[src/hw/rtl/ptr_pkg.sv]
`default_nettype none

package ptr_pkg;

	localparam int DATA_WIDTH  = 16;
	localparam int ANGLE_WIDTH = 16;
	localparam int FRAC        = DATA_WIDTH - 1;
	localparam int RES_WIDTH   = DATA_WIDTH + 1;
	localparam int OFF_WIDTH   = ANGLE_WIDTH - 2;
	localparam int ROM_DEPTH   = 2 ** OFF_WIDTH;
	localparam int ACC_WIDTH   = 2 * DATA_WIDTH + 1;

	localparam int APB_AW = 3;
	localparam int APB_DW = 32;

	localparam logic REG_DIRECTION = 1'b0;

	localparam logic DIR_FORWARD = 1'b0;
	localparam logic DIR_INVERSE = 1'b1;

	localparam logic [63:0] ONE_Q62     = 64'h4000_0000_0000_0000;
	localparam logic [63:0] HALF_PI_Q62 = 64'h6487_ED51_10B4_611A;

	typedef logic signed [DATA_WIDTH-1:0]  data_t;
	typedef logic        [ANGLE_WIDTH-1:0] angle_t;
	typedef logic        [OFF_WIDTH-1:0]   offset_t;
	typedef logic signed [RES_WIDTH-1:0]   res_t;
	typedef logic        [FRAC-1:0]        mag_t;
	typedef logic signed [2*DATA_WIDTH-1:0] prod_t;
	typedef logic signed [ACC_WIDTH-1:0]   acc_t;

	localparam acc_t ROUND_HALF = acc_t'(2 ** (FRAC - 1));

	typedef struct packed {
		mag_t sin_v;
		mag_t cos_v;
	} trig_t;

	typedef struct packed {
		logic en_a;
		logic en_b;
		logic sub;
	} cell_ctl_t;

	function automatic logic [63:0] mul_q62(input logic [63:0] a, input logic [63:0] b);
		logic [127:0] p;
		p = {64'd0, a} * {64'd0, b};
		return p[125:62];
	endfunction

	// Divides a series term by (m+1)(m+2), where m is the exponent of the previous term.
	function automatic logic [63:0] div_step(input logic [63:0] p, input int m);
		logic [63:0] q;
		case (m)
			0:  q = p / 2;
			1:  q = p / 6;
			2:  q = p / 12;
			3:  q = p / 20;
			4:  q = p / 30;
			5:  q = p / 42;
			6:  q = p / 56;
			7:  q = p / 72;
			8:  q = p / 90;
			9:  q = p / 110;
			10: q = p / 132;
			11: q = p / 156;
			12: q = p / 182;
			13: q = p / 210;
			14: q = p / 240;
			15: q = p / 272;
			16: q = p / 306;
			17: q = p / 342;
			18: q = p / 380;
			19: q = p / 420;
			20: q = p / 462;
			21: q = p / 506;
			22: q = p / 552;
			23: q = p / 600;
			24: q = p / 650;
			25: q = p / 702;
			26: q = p / 756;
			27: q = p / 812;
			default: q = p;
		endcase
		return q;
	endfunction

	function automatic logic [63:0] series(input logic [63:0] th2, input logic [63:0] start,
			input int first);
		logic [63:0] term;
		logic [63:0] sum;
		int n;
		term = start;
		sum  = start;
		n    = first;
		for (int k = 0; k < 14; k++) begin
			term = div_step(mul_q62(term, th2), n);
			n = n + 2;
			if (k[0]) begin
				sum = sum + term;
			end else begin
				sum = sum - term;
			end
		end
		return sum;
	endfunction

	function automatic mag_t to_frac(input logic [63:0] v);
		logic [63:0] r;
		logic [63:0] top;
		r   = (v + (64'd1 << (61 - FRAC))) >> (62 - FRAC);
		top = (64'd1 << FRAC) - 64'd1;
		if (r > top) begin
			r = top;
		end
		return r[FRAC-1:0];
	endfunction

	function automatic trig_t trig_entry(input offset_t x);
		logic [63:0] xv;
		logic [63:0] th;
		logic [63:0] th2;
		trig_t t;
		xv = 64'(x) << (64 - ANGLE_WIDTH);
		th  = mul_q62(xv, HALF_PI_Q62);
		th2 = mul_q62(th, th);
		t.sin_v = to_frac(series(th2, th, 1));
		t.cos_v = to_frac(series(th2, ONE_Q62, 0));
		return t;
	endfunction

endpackage

`default_nettype wire

[src/hw/rtl/ptr_cell.sv]
`default_nettype none

module ptr_cell (
	input  wire                 clk,
	input  ptr_pkg::cell_ctl_t  ctl,
	input  ptr_pkg::data_t      a,
	input  ptr_pkg::data_t      b,
	input  ptr_pkg::data_t      sin_v,
	input  ptr_pkg::data_t      cos_v,
	output ptr_pkg::res_t       res
);
	import ptr_pkg::*;

	prod_t p_cos_s2;
	prod_t p_sin_s2;
	logic  sub_s2;
	acc_t  sum;
	acc_t  rnd;
	acc_t  shifted;
	res_t  res_q;

	always_ff @(posedge clk) begin
		if (ctl.en_a) begin
			p_cos_s2 <= a * cos_v;
			p_sin_s2 <= b * sin_v;
			sub_s2   <= ctl.sub;
		end
	end

	always_comb begin
		if (sub_s2) begin
			sum = acc_t'(p_cos_s2) - acc_t'(p_sin_s2);
		end else begin
			sum = acc_t'(p_cos_s2) + acc_t'(p_sin_s2);
		end
		rnd     = sum + ROUND_HALF;
		shifted = rnd >>> FRAC;
	end

	always_ff @(posedge clk) begin
		if (ctl.en_b) begin
			res_q <= shifted[RES_WIDTH-1:0];
		end
	end

	assign res = res_q;
endmodule

`default_nettype wire

[config.mk]
export PLATFORM = sky130hd
export DESIGN_NAME = ptr_cell
export DESIGN_NICKNAME = d
export VERILOG_FILES = /design/src/hw/rtl/ptr_pkg.sv /design/src/hw/rtl/ptr_cell.sv
export SDC_FILE = /design/constraint.sdc
export NUM_CORES = 2
export LEC_CHECK = 0
export ABC_AREA = 1
export BUFFER_PORTS_ARGS = -buffer_cell sky130_fd_sc_hd__buf_2
export CAP_MARGIN = 0
export CORE_ASPECT_RATIO = 0.7
export CORE_MARGIN = 1.5
export CORE_UTILIZATION = 24
export DETAILED_ROUTE_END_ITERATION = 10
export GPL_TIMING_DRIVEN = 0
export PLACE_DENSITY = 0.49
export RECOVER_POWER = 25
export SYNTH_ARGS = -nofsm -noshare
export SYNTH_HDL_FRONTEND = slang
export SYNTH_SLANG_ARGS = --single-unit
[constraint.sdc]
create_clock -name clk -period 14.1 [get_ports clk]
set_input_delay 0.705 -clock clk [delete_from_list [all_inputs] [get_ports clk]]
set_output_delay 0.705 -clock clk [all_outputs]
set_load 0.01 [all_outputs]
==> results.py <==
metrics = {
    "outcome": {
        "outcome": "finished, violations left",
        "violations": "capacitance limit, slew limit",
    },
    "critical_path": {
        "startpoint_class": "primary input",
        "critPathSlowestCell": "clkbuf_1",
        "timing.critical_path.arrival_ns": 7.34,
        "timing.critical_path.to_type": "flip-flop",
        "worstPathCellList": "clkbuf_1, clkbuf_1, nand2_1, fa_1, inv_1, fa_1, inv_1, fa_1, inv_1, fa_1, fa_1, inv_1, fa_1, inv_1, ha_1, nand2_1, nor2_1, nand3_1, nand3_1, a21boi_0, o21ai_0, a21oi_1, xnor2_1",
        "r2r_slack_ns": 9.41,
        "cp_slowest_stage_delay_ns": 0.70,
        "worst_ep_required_time_ns": 14.22,
        "worst-setup-path-type": "in -> reg",
        "worst-path-max-fanout": 10,
        "critPathMostFrequentCell": "fa_1",
    },
    "sta": {
        "tightestPinTransition_ns": 3.56,
        "slew_viol_final": 66,
        "slew-limit-headroom": -1.37,
        "tns_ns": 0,
        "achievable-frequency_mhz": 138,
        "rsz0062_at_grt": "false",
        "final.setup_skew_ns": 0.00771,
        "final-setup-viol-count": 0,
        "final_hold_viol_count": 0,
        "min_period_ns": 7.23,
        "timing.final.crit_share": 0.512,
    },
    "floorplan": {
        "die_w_um": 400,
        "die_area_mm2": 0.112,
        "floorplan.core_area_mm2": 0.109,
        "initial_utilization": 0.243,
        "std_cell_rows": 101,
        "io_pins": 85,
        "die_height_um": 281,
    },
    "synth": {
        "area_share_of_xor_xnor_cells_in_the_synthesized_design": 0.0374,
        "yosysWarnings": 0,
        "synth_top_cells_by_area": "fa_1 (40%), inv_1 (15%), nand2_1 (12%)",
        "synth_flop_cell": "edfxtp_1",
        "yosysTopAreaCell": "fa_1",
        "synth.most_common_cell": "inv_1",
        "synth.ff_latch_count": 82,
        "synth_async_sr_flop_share": 0,
        "yosys.cell_types.count": 38,
        "synth_compound_gate_area_share": 0.0353,
        "synth.net_count": 4214,
        "synth_enable_flop_cells": 82,
        "synth-adder-area-share": 0.488,
        "ys_seq_area_frac": 0.0929,
        "synth_top_family_by_area": "adder cells",
        "ys_top_cells_by_count": "inv_1 (1,065), nand2_1 (875), fa_1 (524)",
        "post_synth_instance_area_mm2": 0.0265,
        "synth.area.mux_share": 0,
        "synth_area_per_inst_um2": 7.73,
        "synth_largest_type_area_fraction": 0.396,
        "synth-simple-area-share": 0.178,
        "synthCells": 3426,
    },
    "clock_tree": {
        "clk_transition_reported_paths_ns": 0.07,
        "worst_skew_pair.late_latency_ns": 0.37,
        "cts_buffers": 9,
        "postCtsSetupRepairBufs": 0,
        "post_cts_resized": 0,
        "clock_sinks": 82,
        "ctsHtreeMaxLevel": 3,
        "tritoncts": "built",
        "clk_buf_depth": 2,
        "cts_hold_repair.buffers": 0,
        "ctsRootBufferMaster": "clkbuf_16",
    },
    "route": {
        "drt_wl_total_um": 74400,
        "final_antenna_net_count": 0,
        "routed_via_density": 4.20,
        "routed_length_per_instance_um": 15.1,
        "detail_route.first_pass.iterations": 5,
        "initialDrtViolationCount": 1702,
        "vias": 20700,
        "drc_errors": 0,
    },
    "global_route": {
        "wire_length_of_the_first_global_routing_pass_um": 120000,
        "grt_overflow": 0,
        "met1_global_route_usage": 0.216,
        "via_count_of_the_first_global_routing_pass": 21000,
        "gr-max-usage-layer": "met1",
        "global_route_total_usage_across_every_layer": 0.138,
        "grtUsageMet2": 0.198,
        "initial_antenna_violation_count": 2,
        "grt_start_max_net_pins": 66,
        "globalRouteMet3Util": 0.0287,
    },
    "placed_design": {
        "hpwlAfterDp_um": 65700,
        "finalWeightedCongestion": 0.926,
        "port_buffers": 35,
    },
    "finish": {
        "area_growth_syn_to_layout_pct": 8.59,
        "antennaDiodeCount": 0,
        "layout-drive-gt1-share": 0.0273,
        "fin_nets": 4260,
        "fill_cells": 12100,
    },
    "min_path": {
        "hold_path_class": "in -> reg",
    },
    "flow_run": {
        "maxCapViolations": 1,
    },
}
## metrics by stage
stage | cells | hold WS (ns) | instance area, um^2 | setup WS [ns] | util
finish | 4919 | 0.705 | 28800 | 6.87 | 0.264
global route | 4919 | 0.697 | 28800 | 6.57 | 0.264
CTS | 4919 | 0.590 | 28800 | 7.03 | 0.264
detailed placement | 4903 | 0.999 | 28500 | 6.63 | 0.261
global placement | 4903 | 0.995 | 28500 | 6.63 | 0.261
floorplan | 3426 | 0.804 | 26500 | 7.89 | -
## registers in the layout, summed over array words and instances (netlist names)
signal	cells
p_cos_s2	32
p_sin_s2	32
res	17
sub_s2	1
## placed cells by master, fill, tap and decap left out, types with 4 or more instances in the layout
cell type,netlist,final
inv_1,1065,1065
nand2_1,875,875
fa_1,524,524
ha_1,196,196
nor2_1,119,119
clkbuf_1,115,118
a21oi_1,82,82
edfxtp_1,82,82
xor2_1,73,73
nand3_1,64,64
xnor2_1,40,40
buf_2,0,32
o21ai_0,31,31
nand4_1,25,25
nor3_1,20,20
nor2_2,14,14
a21o_1,12,12
or2_2,12,12
nand2_2,11,11
clkbuf_16,0,9
a31oi_1,6,6
o21bai_1,6,6
a21boi_0,5,5
o21a_1,5,5
o21ai_1,5,5
nor3_2,5,5
nand3b_1,5,5
and2_1,5,5
o211ai_1,4,4
## metal layers
layer,wire (um),up-vias,share of wire
met5,108,-,0.0015
met4,630,2,0.0085
met3,5610,42,0.075
met2,29900,573,0.40
met1,38100,10200,0.51
li1,-,9861,-
## cells by family (layout without fill, tap and decap cells)
family / count (synthesis) / count (layout)
adders and majority gates: 720 / 720
buffers and inverters: 1185 / 1236
and+or+nand+nor: 1162 / 1162
xor gates and xnor gates: 113 / 113
AOI/OAI and AO/OA: 164 / 164
DFF: 82 / 82
## path summary, 6_finish.rpt
kind / to / cells after the start / start
max: p_cos_s2[27] / 23 / cos_v[7]
max reg2reg: res[15] / 24 / p_sin_s2[0]
min reg2reg: res[7] / 4 / p_cos_s2[22]
min: sub_s2 / 1 / ctl[0]
## critical path: cells and delay by family
| kind | cells | cell delay (ns) |
|---|---|---|
| adders and majority gates | 7 | 3.42 |
| buffers and inverters | 7 | 1.45 |
| and+or+nand+nor | 5 | 0.82 |
| AOI/OAI and AO/OA | 3 | 0.80 |
| xor gates and xnor gates | 1 | 0.16 |
## cell type report
cell class,count,area [um^2],area share
clock inverter,7,76.3,0.00265
inverter,1069,4010,0.139
clock buffer,9,225,0.00783
multi-input combinational,2159,19600,0.681
buffer,116,435,0.0151
timing repair buffer,35,171,0.00596
tap,1442,1800,0.0627
sequential,82,2460,0.0856
Power is not shown: default switching activity piles up to over one toggle a cycle in this logic, so the estimate is an artifact.
